**config.mk**
```make
export PLATFORM = sky130hd
export DESIGN_NAME = bump_and_go_navigation_fsm_unit
export DESIGN_NICKNAME = d
export VERILOG_FILES = /design/src/hw/rtl/bgn_pkg.sv /design/src/hw/rtl/bump_and_go_navigation_fsm_unit.sv /design/src/hw/rtl/bgn_regs.sv
export VERILOG_INCLUDE_DIRS = /design/src /design/src/hw/rtl
export SDC_FILE = /design/constraint.sdc
export NUM_CORES = 1
export LEC_CHECK = 0
export BUFFER_PORTS_ARGS = -buffer_cell sky130_fd_sc_hd__buf_2
export CAP_MARGIN = 5
export CORE_MARGIN = 2
export CORE_UTILIZATION = 45
export DETAILED_ROUTE_END_ITERATION = 10
export MAX_ROUTING_LAYER = met4
export PLACE_DENSITY = 0.66
export SETUP_SLACK_MARGIN = 0.15
export SYNTH_ARGS = -nofsm -noshare
export SYNTH_HDL_FRONTEND = slang
export SYNTH_SLANG_ARGS = --single-unit
export TNS_END_PERCENT = 10
```
**constraint.sdc**
```tcl
create_clock -name clk -period 10.4 [get_ports clk]
set_clock_uncertainty 0.1 [all_clocks]
set_input_delay 1.04 -clock clk [delete_from_list [all_inputs] [get_ports clk]]
set_output_delay 1.04 -clock clk [all_outputs]
set_load 0.02 [all_outputs]
```
**src/hw/rtl/bump_and_go_navigation_fsm_unit_assert.svh**
```systemverilog
// Assertion macros shared by the bump-and-go navigation RTL.
`ifndef BUMP_AND_GO_NAVIGATION_FSM_UNIT_ASSERT_SVH
`define BUMP_AND_GO_NAVIGATION_FSM_UNIT_ASSERT_SVH

// Same-cycle implication, disabled while in reset.
`define BGN_ASSERT_IMPL(label, clk, rst_n, ante, cons) \
    label: assert property (@(posedge clk) disable iff (!(rst_n)) (ante) |-> (cons)) \
        else $error("bgn assertion failed");

// Next-cycle implication, disabled while in reset.
`define BGN_ASSERT_NEXT(label, clk, rst_n, ante, cons) \
    label: assert property (@(posedge clk) disable iff (!(rst_n)) (ante) |=> (cons)) \
        else $error("bgn assertion failed");

`endif

```
**src/hw/rtl/bgn_pkg.sv**
```systemverilog
// Types and constants of the bump-and-go navigation unit.
package bgn_pkg;

    // Navigation states
    typedef enum logic [1:0] {
        MODE_FORWARD = 2'd0,
        MODE_BACK    = 2'd1,
        MODE_TURN    = 2'd2,
        MODE_STOP    = 2'd3
    } mode_t;

    // Register indexes on the configuration port
    typedef enum logic [2:0] {
        REG_LINEAR_SPEED   = 3'd0,
        REG_ANGULAR_SPEED  = 3'd1,
        REG_OBSTACLE_LIMIT = 3'd2,
        REG_BACKING_TICKS  = 3'd3,
        REG_SCAN_TIMEOUT   = 3'd4,
        REG_BEAMS_PER_SCAN = 3'd5,
        REG_TURN_PER_BEAM  = 3'd6
    } reg_idx_t;

    // Input selector
    localparam logic FUNC_TICK = 1'b0;
    localparam logic FUNC_BEAM = 1'b1;

    localparam int          CNT_W      = 20;
    localparam int          TLIM_W     = 18;
    localparam logic [19:0] CNT_MAX    = 20'hFFFFF;
    localparam logic [15:0] RANGE_NONE = 16'hFFFF;

    // Reset values of the registers
    localparam logic [15:0] RST_OBSTACLE_LIMIT = 16'd500;
    localparam logic [19:0] RST_BACKING_TICKS  = 20'd40;
    localparam logic [19:0] RST_SCAN_TIMEOUT   = 20'd20;
    localparam logic [10:0] RST_BEAMS_PER_SCAN = 11'd360;
    localparam logic [15:0] RST_TURN_PER_BEAM  = 16'd256;

    // Configuration as seen by the datapath
    typedef struct packed {
        logic [14:0] linear_speed;
        logic [14:0] angular_speed;
        logic [15:0] obstacle_limit;
        logic [19:0] backing_ticks;
        logic [19:0] scan_timeout_ticks;
        logic [10:0] beams_per_scan;
        logic [15:0] turn_ticks_per_beam;
    } cfg_t;

endpackage

```
**src/hw/rtl/bump_and_go_navigation_fsm_unit.sv**
```systemverilog
// Bump-and-go navigation unit: scan tracking, drive state machine, stream ports.
// An accepted word waits in the input register; any drive word it yields is loaded
// into the result register. Throughput: one word per cycle, beams and ticks alike,
// while the result slot is free or being taken; the input register and the result
// register each hold one word, and the state update is a single pass between.
// Reset (rst_n, asynchronous, active low) resets all but the data registers at once;
// no result appears until the final beam of a scan has been taken.
`include "bump_and_go_navigation_fsm_unit_assert.svh"

module bump_and_go_navigation_fsm_unit
#(
    parameter int MAX_BEAMS = 1024
)
(
    input  logic        clk,
    input  logic        rst_n,
    // Slave side
    input  logic        s_tvalid,
    output logic        s_tready,
    input  logic [15:0] s_tdata,    // [15:0] beam_range
    input  logic        s_tuser,    // [0] func
    input  logic        s_tlast,    // beam_last
    // Master side
    output logic        m_tvalid,
    input  logic        m_tready,
    output logic [39:0] m_tdata,    // [15:0] linear_drive, [31:16] angular_drive,
                                    // [33:32] mode, [39:34] zero
    // Configuration
    input  logic        psel,
    input  logic        penable,
    input  logic        pwrite,
    input  logic [4:0]  paddr,
    input  logic [31:0] pwdata,
    output logic [31:0] prdata,
    output logic        pready
);

    localparam int IDX_W = $clog2(MAX_BEAMS);
    localparam int CMP_W = (IDX_W > 10) ? IDX_W : 10;
    localparam int PRD_W = IDX_W + 17;
    localparam logic [IDX_W-1:0] IDX_LAST = IDX_W'(MAX_BEAMS - 1);

    bgn_pkg::cfg_t cfg;

    bgn_regs u_regs
    (
        .clk     (clk),
        .rst_n   (rst_n),
        .psel    (psel),
        .penable (penable),
        .pwrite  (pwrite),
        .paddr   (paddr),
        .pwdata  (pwdata),
        .prdata  (prdata),
        .pready  (pready),
        .cfg     (cfg)
    );

    // Input register
    logic        in_v_reg,  in_v_next;
    logic        in_func_reg;
    logic [15:0] in_range_reg;
    logic        in_last_reg;
    logic        s_take;
    logic        adv;

    // Scan and navigation state
    bgn_pkg::mode_t       mode_reg,  mode_next;
    logic [19:0]          ticks_reg, ticks_next;
    logic [19:0]          age_reg,   age_next;
    logic                 seen_reg,  seen_next;
    logic [IDX_W-1:0]     bidx_reg,  bidx_next;
    logic [15:0]          rmax_reg,  rmax_next;
    logic [IDX_W-1:0]     rarg_reg,  rarg_next;
    logic [15:0]          rcen_reg,  rcen_next;
    logic [IDX_W-1:0]     sarg_reg,  sarg_next;
    logic [15:0]          scen_reg,  scen_next;
    logic                 tpos_reg,  tpos_next;
    logic [17:0]          tlim_reg,  tlim_next;

    // Result register
    logic                 out_v_reg, out_v_next;
    logic signed [15:0]   lin_reg,   lin_next;
    logic signed [15:0]   ang_reg,   ang_next;
    bgn_pkg::mode_t       omode_reg;

    // Datapath helpers
    logic [CMP_W-1:0]     half_w;
    logic [IDX_W-1:0]     centre;
    logic [19:0]          ticks_inc;
    logic [19:0]          age_inc;
    logic [IDX_W-1:0]     off;
    logic [PRD_W-1:0]     rnd_sum;
    logic [PRD_W-1:0]     rnd_sh;
    logic                 is_beam;
    logic                 is_tick;
    logic                 produce;

    // Handshake: the input register drains whenever the result slot is free
    assign adv      = in_v_reg && (!out_v_reg || m_tready);
    assign s_tready = !in_v_reg || adv;
    assign s_take   = s_tvalid && s_tready;
    assign is_beam  = adv && (in_func_reg == bgn_pkg::FUNC_BEAM);
    assign is_tick  = adv && (in_func_reg == bgn_pkg::FUNC_TICK);
    assign produce  = is_tick && seen_reg;

    always_comb
    begin
        in_v_next = in_v_reg;
        if (s_take)
            in_v_next = 1'b1;
        else if (adv)
            in_v_next = 1'b0;
    end

    always_ff @(posedge clk or negedge rst_n)
    begin
        if (!rst_n)
            in_v_reg <= 1'b0;
        else
            in_v_reg <= in_v_next;
    end

    always_ff @(posedge clk)
    begin
        if (s_take)
        begin
            in_func_reg  <= s_tuser;
            in_range_reg <= s_tdata;
            in_last_reg  <= s_tlast;
        end
    end

    // Centre beam index, clamped to the last index
    assign half_w = CMP_W'(cfg.beams_per_scan[10:1]);
    assign centre = (half_w > CMP_W'(MAX_BEAMS - 1)) ? IDX_LAST : IDX_W'(half_w);

    // Saturating counters
    assign ticks_inc = (ticks_reg != bgn_pkg::CNT_MAX) ? ticks_reg + 20'd1 : ticks_reg;
    assign age_inc   = (age_reg != bgn_pkg::CNT_MAX) ? age_reg + 20'd1 : age_reg;

    // Turn time: beam offset times Q8.8 factor, rounded half up
    assign off     = (sarg_reg > centre) ? sarg_reg - centre : centre - sarg_reg;
    assign rnd_sum = PRD_W'(off) * PRD_W'(cfg.turn_ticks_per_beam) + PRD_W'(128);
    assign rnd_sh  = rnd_sum >> 8;

    // Scan tracking
    always_comb
    begin
        bidx_next = bidx_reg;
        rmax_next = rmax_reg;
        rarg_next = rarg_reg;
        rcen_next = rcen_reg;
        sarg_next = sarg_reg;
        scen_next = scen_reg;
        seen_next = seen_reg;
        if (is_beam)
        begin
            if (in_range_reg > rmax_reg)
            begin
                rmax_next = in_range_reg;
                rarg_next = bidx_reg;
            end
            if (bidx_reg == centre)
                rcen_next = in_range_reg;
            if (in_last_reg)
            begin
                sarg_next = rarg_next;
                scen_next = rcen_next;
                seen_next = 1'b1;
                bidx_next = '0;
                rmax_next = '0;
                rarg_next = '0;
                rcen_next = bgn_pkg::RANGE_NONE;
            end
            else if (bidx_reg != IDX_LAST)
            begin
                bidx_next = bidx_reg + IDX_W'(1);
            end
        end
    end

    // Navigation state machine: next state, counters and drive values
    always_comb
    begin
        mode_next  = mode_reg;
        ticks_next = ticks_reg;
        age_next   = age_reg;
        tpos_next  = tpos_reg;
        tlim_next  = tlim_reg;
        lin_next   = lin_reg;
        ang_next   = ang_reg;
        if (is_beam && in_last_reg)
            age_next = '0;
        if (is_tick)
        begin
            ticks_next = ticks_inc;
            age_next   = age_inc;
        end
        if (produce)
        begin
            lin_next = '0;
            ang_next = '0;
            unique case (mode_reg)
                bgn_pkg::MODE_FORWARD:
                begin
                    lin_next = {1'b0, cfg.linear_speed};
                    if (age_inc > cfg.scan_timeout_ticks)
                        mode_next = bgn_pkg::MODE_STOP;
                    if (scen_reg < cfg.obstacle_limit)
                        mode_next = bgn_pkg::MODE_BACK;
                end
                bgn_pkg::MODE_BACK:
                begin
                    lin_next = 16'sd0 - signed'({1'b0, cfg.linear_speed});
                    if (ticks_inc > cfg.backing_ticks)
                    begin
                        tpos_next = sarg_reg > centre;
                        tlim_next = bgn_pkg::TLIM_W'(rnd_sh);
                        mode_next = bgn_pkg::MODE_TURN;
                    end
                end
                bgn_pkg::MODE_TURN:
                begin
                    ang_next = tpos_reg ? signed'({1'b0, cfg.angular_speed})
                                        : 16'sd0 - signed'({1'b0, cfg.angular_speed});
                    if (ticks_inc > 20'(tlim_reg))
                        mode_next = bgn_pkg::MODE_FORWARD;
                end
                bgn_pkg::MODE_STOP:
                begin
                    if (age_inc < cfg.scan_timeout_ticks)
                        mode_next = bgn_pkg::MODE_FORWARD;
                end
                default:
                begin
                    mode_next = mode_reg;
                end
            endcase
            if (mode_next != mode_reg)
                ticks_next = '0;
        end
    end

    // State register
    always_ff @(posedge clk or negedge rst_n)
    begin
        if (!rst_n)
            mode_reg <= bgn_pkg::MODE_FORWARD;
        else
            mode_reg <= mode_next;
    end

    // Counters and scan registers
    always_ff @(posedge clk or negedge rst_n)
    begin
        if (!rst_n)
        begin
            ticks_reg <= '0;
            age_reg   <= '0;
            seen_reg  <= 1'b0;
            bidx_reg  <= '0;
            rmax_reg  <= '0;
            rarg_reg  <= '0;
            rcen_reg  <= bgn_pkg::RANGE_NONE;
            sarg_reg  <= '0;
            scen_reg  <= bgn_pkg::RANGE_NONE;
            tpos_reg  <= 1'b0;
            tlim_reg  <= '0;
        end
        else
        begin
            ticks_reg <= ticks_next;
            age_reg   <= age_next;
            seen_reg  <= seen_next;
            bidx_reg  <= bidx_next;
            rmax_reg  <= rmax_next;
            rarg_reg  <= rarg_next;
            rcen_reg  <= rcen_next;
            sarg_reg  <= sarg_next;
            scen_reg  <= scen_next;
            tpos_reg  <= tpos_next;
            tlim_reg  <= tlim_next;
        end
    end

    // Result register
    always_comb
    begin
        out_v_next = out_v_reg;
        if (adv)
            out_v_next = produce;
        else if (m_tready)
            out_v_next = 1'b0;
    end

    always_ff @(posedge clk or negedge rst_n)
    begin
        if (!rst_n)
            out_v_reg <= 1'b0;
        else
            out_v_reg <= out_v_next;
    end

    always_ff @(posedge clk)
    begin
        if (produce)
        begin
            lin_reg   <= lin_next;
            ang_reg   <= ang_next;
            omode_reg <= mode_next;
        end
    end

    assign m_tvalid = out_v_reg;
    assign m_tdata  = {6'd0, omode_reg, ang_reg, lin_reg};

    // Checks on the control logic
    `BGN_ASSERT_IMPL(a_result_after_scan, clk, rst_n, out_v_reg, seen_reg)
    `BGN_ASSERT_IMPL(a_one_drive_active, clk, rst_n, out_v_reg && (lin_reg != 16'sd0),
                     ang_reg == 16'sd0)
    `BGN_ASSERT_IMPL(a_stall_holds_input, clk, rst_n, !s_tready, in_v_reg && out_v_reg)
    `BGN_ASSERT_NEXT(a_change_clears_ticks, clk, rst_n,
                     produce && (mode_next != mode_reg), ticks_reg == 20'd0)

endmodule

```
**src/hw/rtl/bgn_regs.sv**
```systemverilog
// APB register file holding the navigation configuration.
module bgn_regs
(
    input  logic          clk,
    input  logic          rst_n,
    input  logic          psel,
    input  logic          penable,
    input  logic          pwrite,
    input  logic [4:0]    paddr,
    input  logic [31:0]   pwdata,
    output logic [31:0]   prdata,
    output logic          pready,
    output bgn_pkg::cfg_t cfg
);

    bgn_pkg::cfg_t  cfg_reg;
    bgn_pkg::cfg_t  cfg_next;
    logic           wr_en;
    logic [2:0]     idx;

    assign pready = 1'b1;
    assign wr_en  = psel && penable && pwrite && pready;
    assign idx    = paddr[4:2];
    assign cfg    = cfg_reg;

    // Write decode
    always_comb
    begin
        cfg_next = cfg_reg;
        if (wr_en)
        begin
            unique case (idx)
                bgn_pkg::REG_LINEAR_SPEED:   cfg_next.linear_speed        = pwdata[14:0];
                bgn_pkg::REG_ANGULAR_SPEED:  cfg_next.angular_speed       = pwdata[14:0];
                bgn_pkg::REG_OBSTACLE_LIMIT: cfg_next.obstacle_limit      = pwdata[15:0];
                bgn_pkg::REG_BACKING_TICKS:  cfg_next.backing_ticks       = pwdata[19:0];
                bgn_pkg::REG_SCAN_TIMEOUT:   cfg_next.scan_timeout_ticks  = pwdata[19:0];
                bgn_pkg::REG_BEAMS_PER_SCAN: cfg_next.beams_per_scan      = pwdata[10:0];
                bgn_pkg::REG_TURN_PER_BEAM:  cfg_next.turn_ticks_per_beam = pwdata[15:0];
                default:                     cfg_next = cfg_reg;
            endcase
        end
    end

    always_ff @(posedge clk or negedge rst_n)
    begin
        if (!rst_n)
        begin
            cfg_reg.linear_speed        <= '0;
            cfg_reg.angular_speed       <= '0;
            cfg_reg.obstacle_limit      <= bgn_pkg::RST_OBSTACLE_LIMIT;
            cfg_reg.backing_ticks       <= bgn_pkg::RST_BACKING_TICKS;
            cfg_reg.scan_timeout_ticks  <= bgn_pkg::RST_SCAN_TIMEOUT;
            cfg_reg.beams_per_scan      <= bgn_pkg::RST_BEAMS_PER_SCAN;
            cfg_reg.turn_ticks_per_beam <= bgn_pkg::RST_TURN_PER_BEAM;
        end
        else
        begin
            cfg_reg <= cfg_next;
        end
    end

    // Read-back mux
    always_comb
    begin
        unique case (idx)
            bgn_pkg::REG_LINEAR_SPEED:   prdata = {17'd0, cfg_reg.linear_speed};
            bgn_pkg::REG_ANGULAR_SPEED:  prdata = {17'd0, cfg_reg.angular_speed};
            bgn_pkg::REG_OBSTACLE_LIMIT: prdata = {16'd0, cfg_reg.obstacle_limit};
            bgn_pkg::REG_BACKING_TICKS:  prdata = {12'd0, cfg_reg.backing_ticks};
            bgn_pkg::REG_SCAN_TIMEOUT:   prdata = {12'd0, cfg_reg.scan_timeout_ticks};
            bgn_pkg::REG_BEAMS_PER_SCAN: prdata = {21'd0, cfg_reg.beams_per_scan};
            bgn_pkg::REG_TURN_PER_BEAM:  prdata = {16'd0, cfg_reg.turn_ticks_per_beam};
            default:                     prdata = 32'd0;
        endcase
    end

endmodule

```
# [Word-level counts from Yosys, hierarchy flattened]
# Index checks and enable logic that the tools add are counted.
[totals] register_bits=307 inputBits=62 word_cells=124
[classes] n_addsub=8 n_mul=1 n_lt_le_gt_ge=8 eq_ne=14 muxes=32 bitwise=2 n_reduce_logical=31
[op_table] cell="20-bit 2-to-1 mux" n=7
[op_table] cell="20-bit one-hot mux with 7 select lines" n=1
[op_table] cell="16-bit 2-to-1 mux" n=4
[op_table] cell="10-bit 2-to-1 mux" n=6
[op_table] cell="20-bit by 1-bit adder with 20-bit output (second input constant)" n=2
[op_table] cell="20-bit greater-than comparator" n=2
[op_table] cell="20-bit inequality test (second input constant)" n=2
[op_table] cell="16-bit one-hot mux with 2 select lines" n=1
[op_table] cell="1-bit by 15-bit subtractor with 16-bit output (first input constant)" n=2
[op_table] cell="26-bit by 8-bit adder with 26-bit output (second input constant)" n=1
[op_table] cell="10-bit by 16-bit multiplier with 26-bit output" n=1
[op_table] cell="20-bit by 18-bit greater-than comparator with 1-bit output" n=1
[op_table] cell="20-bit less-than comparator" n=1
[op_table] cell="2-bit AND reduction" n=10
[op_table] cell="10-bit subtractor" n=2
[op_table] cell="16-bit greater-than comparator" n=1
[op_table] cell="16-bit less-than comparator" n=1
[op_table] cell="15-bit 2-to-1 mux" n=1
[op_table] cell="2-bit 2-to-1 mux" n=7
[op_table] cell="10-bit by 1-bit adder with 10-bit output (second input constant)" n=1
[op_table] cell="10-bit == test" n=1
[op_table] cell="10-bit greater-than comparator" n=1
[op_table] cell="10-bit greater-than comparator (second input constant)" n=1
[op_table] cell="10-bit inequality test (second input constant)" n=1
[op_table] cell="other kinds (17)" n=38

# [Depth between registers and ports, before layout]
# Gate-level depths: netlist of run 1.
[depth] word_depth=10 depth_mapped=35 ltp_nobuf=34

# [By module]
# Synthesis of run 1 repeated with hierarchy kept, for this count alone.
[unflattened] hier_cells=2319 hier_area_um2=23108.4
[modules_own_cells] module="bump_and_go_navigation_fsm_unit" n_inst=1 cells_each=1928 area_each_um2=17709.5 seq_area_each_um2=5154.9
[modules_own_cells] module="bgn_regs" n_inst=1 cells_each=391 area_each_um2=5398.9 seq_area_each_um2=2846.5

# [Worst setup path after synthesis of run 1]
# OpenSTA, ideal clock, no wires.
[synth_timing] path_kind="register to register" from="register u_regs.cfg_reg, in the netlist u_regs.cfg[24]" to="register tlim_reg[16]" setup_time_ps=133 arrival_ps=7671 setup_slack_ps=2496 stages_incl_launch_ff=33 path_buffers=2 synth_period_minus_slack_ps=7904 cell_sequence="dfstp_2 clkbuf_1 ha_1 a211oi_2 nor2_1 nor4_4 nor2_2 a211o_1 a22o_1 a21oi_1 o22ai_1 xor2_1 buf_6 nand2_1 fa_1 fa_1 inv_1 fa_1 fa_1 inv_1 fa_1 inv_1 ha_1 a21o_1 a21o_1 a21oi_1 nand2_1 a21boi_0 a41o_2 o31ai_4 a21o_4 a2111oi_4 a211oi_2"
[synth_via] elab_chain_len=6 word_cells_on_any_way=8 cone_classes="add/sub (3); mul (1); order compare (2); mux (2)"
[synth_lines] item="start, declared" line="bgn_regs.sv:16" source="bgn_pkg::cfg_t cfg_reg;"
[synth_lines] item="start signal, assigned" line="bgn_regs.sv:59" source="cfg_reg <= cfg_next;"
[synth_lines] item="10-bit greater-than comparator" line="bump_and_go_navigation_fsm_unit.sv:136" source="assign centre = (half_w > CMP_W'(MAX_BEAMS - 1)) ? IDX_LAST : IDX_W'(half_w);"
[synth_lines] item="10-bit 2-to-1 mux (*)" line="bump_and_go_navigation_fsm_unit.sv:136"
[synth_lines] item="10-bit subtractor / 10-bit greater-than comparator (equally long branches)" line="bump_and_go_navigation_fsm_unit.sv:143" source="assign off = (sarg_reg > centre) ? sarg_reg - centre : centre - sarg_reg;"
[synth_lines] item="10-bit 2-to-1 mux (*)" line="bump_and_go_navigation_fsm_unit.sv:143"
[synth_lines] item="10-bit by 16-bit multiplier with 26-bit output (*)" line="bump_and_go_navigation_fsm_unit.sv:144" source="assign rnd_sum = PRD_W'(off) * PRD_W'(cfg.turn_ticks_per_beam) + PRD_W'(128);"
[synth_lines] item="26-bit by 8-bit adder with 26-bit output (*)" line="bump_and_go_navigation_fsm_unit.sv:144"
[synth_lines] item="end signal, assigned" line="bump_and_go_navigation_fsm_unit.sv:283" source="tlim_reg <= tlim_next;"
[synth_lines] item="end, declared" line="bump_and_go_navigation_fsm_unit.sv:79" source="logic [17:0] tlim_reg, tlim_next;"
# Every way passes the cells marked *; elsewhere a longest branch is shown, timed or not.
# A chain may end at the register's enable or synchronous reset.

# [Worst setup path after layout of run 1]
[layout_timing] from="register u_regs.cfg_reg, in the netlist u_regs.cfg[17]" to="register tlim_reg[16]"
# The elaborated chain is that of the path after synthesis.

==> results.md, run 1 <==
- Slew HR: 0.207
- Layout cells sized above 1: 0.132
- Max reg flops: ~110
- Die Wd: ~230 um
- GR Util All Layers: 0.241
- GRT Max-Usage Layer: met2
- Gpl congestion: about 0.95
- Final setup fails: 0
- Asr flop ratio synth: 0.831
- Drt drc: 0
- Initial antenna violation count: 4
- CP startpoint kind: flip-flop
- Congestion Overflow GR: 0
- Final setup TNS: 0 ns
- Synth Warn #: 0
- Total CTS buffers: 36
- Worst hold slack: ~0.37 ns
- Hold Crit Class: flip-flop to flip-flop
- TritonCTS clock tree: done
- CTS Root Cell: clkbuf_16
- CTS Hold Bufs: 0
- Synth top area share: 0.230
- Final worst path period share: 0.883
- Vias/cell: between 5 and 6
- Post_cts resized: 0
- Post-CTS Setup Inserts: 0
- Hold Vio Cnt, Final: 0
- Yosys top cell by area: dfrtp_1
- Grt met2 use: 0.380
- Detail Route Antenna Nets: 0
- Register area share after synthesis: 0.353
- Clock-pin slew on the worst setup and hold paths: ~0.060 ns
- Worst slew pin tran: 1.18 ns
- Clock net sink count: ~310
- Core Box Area: about 0.050 mm^2
- Total number of vias: about 17,000
- Router iterations before antenna repair: 5
- Max-cap viol count: 0
- Unrepaired setup endpoints after global routing: false
- Slowest CP cell: xnor2_2
- Worst Path Arrival: 9.50 ns
- Ys flop type: dfrtp_1
- Nets: about 2,800
- CP required: approximately 11 ns
- Critical path buffer and inverter count: 3
- Pin count of the biggest net entering global routing: about 130
- Wirelength per Cell: between 15 and 20 um
- CP most frequent cell: fa_1
- Die Footprint: about 0.052 mm^2
- Layout Area Growth over Synthesis: 9.59%
- Max rail drop VDD: ~0.55 mV
- Netlist cell types: 83
- Clk Latency, worst-skew pair: 0.56 ns
- Worst setup EP type: flip-flop
- Initial Utilization: 0.454
- Post-synthesis cell count: around 2,400
- Hpwl dp: around 46,000 um
- CP max FO: 16
- Syn_area_per_cell: approximately 9.5 um^2
- CP top delay family: adder cells
- I/O Buffers: 103
- Fmax: between 100 and 150 MHz
- Htree depth: 2
- Setup CP Type: flip-flop to flip-flop
- Met3 GRT Util: 0.0414
- Number of global-route vias before repair: between 15,000 and 20,000
- Leakage power: approximately 0.012 uW
- Routed wire length: 59,700 um
- Top post-synthesis cells by area: dfrtp_1 (23%), ha_1 (10%), fa_1 (10%)
- Status: complete, no violations
- Min Tclk post-route: around 9.2 ns
- FF+latch count, synth: 307
- Met1 Use GR: 0.306
- Netlist Area Pre-Place: 0.0227 mm^2
- Slowest stage delay, CP: between 0.8 and 0.9 ns
- FP Rows: 82
- Cell Pwr Density: 342 mW/mm^2
- Initial DRC count: ~1,200
- Number of synthesized flops with an enable pin: 52
- Die Ht: 228 um
- I/O Pins: ~140
- Slew Limit Fails: 0
- Clk buf depth: 3
- First-pass GRT wire length: between 90,000 and 100,000 um
==> layout by cell type (no fill, tap or decap), types with 7 or more instances in the layout <==
cell	netlist	layout
nand2_1	303	303
inv_1	250	250
dfrtp_1	208	208
o21ai_0	181	181
ha_1	181	181
nor2_1	131	130
fa_1	113	113
buf_2	17	102
a21oi_1	76	76
mux2_2	60	60
and2_1	56	56
xnor2_1	55	54
edfxtp_1	52	52
xor2_1	49	49
dfstp_2	47	47
mux2i_1	46	46
nor2b_1	45	45
a21o_1	44	44
nand3_1	37	37
clkbuf_16	0	37
nand4_1	31	31
nand2b_1	30	30
a22o_1	25	25
buf_4	21	20
o22a_1	19	19
conb_1	2	19
or3_1	18	18
a22oi_1	17	17
and3_1	14	14
nor3_1	16	13
o21a_1	11	11
o31ai_1	10	10
a211oi_1	7	7
==> worst register-to-register path, delay by kind of cell (launching register included) <==
kind	cells	cell delay (ns)
simple gates	4	0.93
compound gates	12	2.68
xor+xnor	1	0.84
mux	1	0.18
flops	1	0.48
buf+inv	3	0.16
fa+ha+maj	7	3.66
==> final cells by class <==
cell class	count	area, um^2
repair buffers	123	676
multi-input cells	1699	13200
clock inverters	18	204
well taps	672	841
clock buffers	48	1020
flip-flops and latches	307	8000
fillers	4653	25100
diodes	3	7.51
inverters	250	938
==> final timing paths <==
path	startpoint	end	slack (ns)	depth (start not counted)
setup reg to reg	u_regs.cfg[17]	tlim_reg[16]	1.22	28
hold reg to reg	seen_reg	seen_reg	0.37	1
max in group asynchronous	rst_n	m_tvalid	8.15	2
min in group asynchronous	rst_n	ticks_reg[15]	0.46	1
setup / recovery	u_regs.cfg[17]	tlim_reg[16]	1.22	28
hold / removal	seen_reg	seen_reg	0.37	1
==> layer usage <==
layer  vias to the layer above  share of wire
met5                         -              0
met4                         0          0.044
met3                       135          0.062
met2                       524           0.46
met1                      8493           0.43
li1                       8085              -
==> cell usage after synthesis (31+ instances only) <==
library cell / number
ha_1: 181
nor2_1: 131
xnor2_1: 55
nand3_1: 37
mux2_2: 60
edfxtp_1: 52
o21ai_0: 181
dfrtp_1: 208
inv_1: 250
mux2i_1: 46
dfstp_2: 47
a21oi_1: 76
xor2_1: 49
fa_1: 113
clkbuf_1: 95
and2_1: 56
nand4_1: 31
nor2b_1: 45
nand2_1: 303
a21o_1: 44
==> power by group <==
group	internal (uW)	switching [uW]
Sequential	1470	257
Clock	791	529
Combinational	2260	3190
==> through the flow <==
| stage | utilization | cells | setup slack (ns) | instance area, um^2 | total power, uW |
|---|---|---|---|---|---|
| after detailed placement | 0.473 | 3051 | 1.33 | 23600 | 7170 |
| after floorplan | - | 2400 | 2.50 | 22700 | 5810 |
| final | 0.497 | 3120 | 1.22 | 24800 | 8490 |
| after global routing | 0.497 | 3120 | 0.699 | 24800 | 9440 |
| after global placement | 0.473 | 3051 | 1.52 | 23600 | 7060 |
| after CTS | 0.497 | 3117 | 1.26 | 24800 | 8550 |
==> cells by family (layout without fill, tap and decap cells) <==
logic type               count (synthesis)  count (layout)  synth area share
AO/OA/AOI/OAI                          450             450             0.129
XOR/XNOR                               105             105            0.0409
adder cells (fa/ha/maj)                294             294             0.200
buffers and inverters                  394             439            0.0710
flip-flops                             307             307             0.353
multiplexers                           111             111            0.0551
other                                    2              22          0.000331
AND/OR/NAND/NOR                        720             720             0.151
No activity file was read; power rests on OpenSTA's default activity.
==> inputs of run 2 (changes only) <==
--- a/config.mk
+++ b/config.mk
@@ -12,7 +12,7 @@
 export CORE_UTILIZATION = 45
 export DETAILED_ROUTE_END_ITERATION = 10
 export MAX_ROUTING_LAYER = met4
-export PLACE_DENSITY = 0.66
+export PLACE_DENSITY = 0.65
 export SETUP_SLACK_MARGIN = 0.15
 export SYNTH_ARGS = -nofsm -noshare
 export SYNTH_HDL_FRONTEND = slang
==> results.md, run 2 (synthesized netlist as in run 1, its figures left out) <==
- Worst Path Arrival: roughly 9.4 ns
- Slowest stage delay, CP: roughly 0.65 ns
- Max-cap viol count: 0
- Final setup fails: 0
- Core Box Area: 0.0500 mm^2
- Slew Limit Fails: 0
- Pin count of the biggest net entering global routing: 111
- Drt drc: 0
- Clk buf depth: 3
- Combinational share of power: 0.647
- Hold Vio Cnt, Final: 0
- Cell Pwr Density: between 300 and 400 mW/mm^2
- FP Rows: a little over 80
- Cell count along the critical path: 31
- Crit Reg-Reg Startpoint: u_regs.cfg[17]
- Congestion Overflow GR: 0
- Gpl congestion: 0.919
- Setup CP Type: flip-flop to flip-flop
- Hpwl dp: 45,300 um
- Psw: ~4100 uW
- Clock net sink count: 307
- Most frequent cells in the layout: nand2_1 (303), inv_1 (250), dfrtp_1 (208)
- Clock-pin slew on the worst setup and hold paths: ~0.060 ns
- R2R depth: 31
- Die Wd: between 200 and 250 um
- Clock power share: 0.153
- R2R setup slack: 1.32 ns
- Worst slew pin tran: between 1 and 1.5 ns
- Initial Utilization: 0.454
- Slowest CP cell: xor2_2
- I/O Buffers: around 100
- Max rail drop VDD: roughly 0.47 mV
- Min-delay src: seen_reg
- Vias/cell: between 5 and 6
- Most common cell after layout, fill and taps aside: nand2_1
- Post-CTS Setup Inserts: 0
- GR Util All Layers: 0.240
- Wirelength per Cell: 19.2 um
- Worst setup endpoint: tlim_reg[16]
- Htree depth: 2
- Critical path buffer and inverter count: 3
- Initial antenna violation count: 3
- Detail Route Antenna Nets: 0
- CP max FO: 12
- Max reg flops: ~110
- Final setup TNS: 0 ns
- CP required: about 11 ns
- CP most frequent cell: fa_1
- Clk Latency, worst-skew pair: 0.54 ns
- Slew HR: 0.196
- Crit path launch: u_regs.cfg[17]
- Sw frac: 0.476
- Hold Crit Class: flip-flop to flip-flop
- CP top delay family: adder cells
- Status: complete, no violations
- Worst setup EP type: flip-flop
- First-pass GRT wire length: approximately 96,000 um
- Sequential share of power: 0.200
- Fmax: 110 MHz
- CTS Hold Bufs: 0
- R2r endpoint: tlim_reg[16]
- Final worst path period share: 0.873
- Total number of vias: between 15,000 and 20,000
- Total CTS buffers: 35
- Number of global-route vias before repair: about 17,000
- DP Area: between 0.02 and 0.025 mm^2
- CP startpoint kind: flip-flop
- Final Cell Area: 0.0249 mm^2
- Unrepaired setup endpoints after global routing: false
- Int Power: 4530 uW
- I/O Pins: 137
- Nets: ~2,800
- Layout Area Growth over Synthesis: 9.88%
- Routed wire length: between 50,000 and 60,000 um
- Router iterations before antenna repair: 5
- CTS Root Cell: clkbuf_16
- TritonCTS clock tree: done
- Die Footprint: roughly 0.052 mm^2
- Die Ht: approximately 230 um
- Initial DRC count: 1,169
- Leakage power: roughly 0.012 uW
- Post_cts resized: 0
- Min Tclk post-route: 9.08 ns
- Layout cells sized above 1: 0.134
[run 2: final cells by class]
cell class                      instances  area [um^2]
Clock buffer                           48         1060
Fill cell                            4614        25100
Timing Repair Buffer                  127          706
Clock inverter                         16          183
Inverter                              250          938
Antenna cell                            2         5.00
Multi-Input combinational cell       1699        13200
Sequential cell                       307         8000
Tap cell                              672          841
[run 2: per-layer routing]
metal | GRT usage | part of all wire | wire, um
met5 | - | 0 | 0
met2 | 0.380 | 0.46 | 27700
met3 | 0.0398 | 0.061 | 3640
met4 | 0.0940 | 0.042 | 2530
met1 | 0.308 | 0.43 | 26100
[run 2: worst min-delay path by stage]
| stage | to | depth (start not counted) |
|---|---|---|
| 6_report | seen_reg | 1 |
| 5_1_grt | scen_reg[9] | 2 |
| 4_1_cts | seen_reg | 1 |
| 3_5_place_dp | seen_reg | 1 |
| 3_3_place_gp | seen_reg | 1 |
| 2_1_floorplan | seen_reg | 1 |
[run 2: stage by stage]
stage | hold slack [ns] | worst slack (ns) | instances | power (uW) | utilization
global placement | 0.352 | 1.51 | 3055 | 7260 | 0.473
CTS | 0.382 | 1.36 | 3119 | 8720 | 0.498
detailed placement | 0.368 | 1.39 | 3055 | 7330 | 0.473
global route | 0.405 | 0.871 | 3121 | 9550 | 0.498
finish | 0.374 | 1.32 | 3121 | 8640 | 0.498
floorplan | 0.335 | 2.50 | 2400 | 5810 | -
[run 2: power groups by stage]
stage / logic, uW / clock network [uW] / registers, uW
floorplan: 4190 / 0 / 1620
global placement: 5520 / 0 / 1730
detailed placement: 5590 / 0 / 1740
CTS: 5650 / 1340 / 1720
global route: 6400 / 1400 / 1750
finish: 5590 / 1320 / 1730
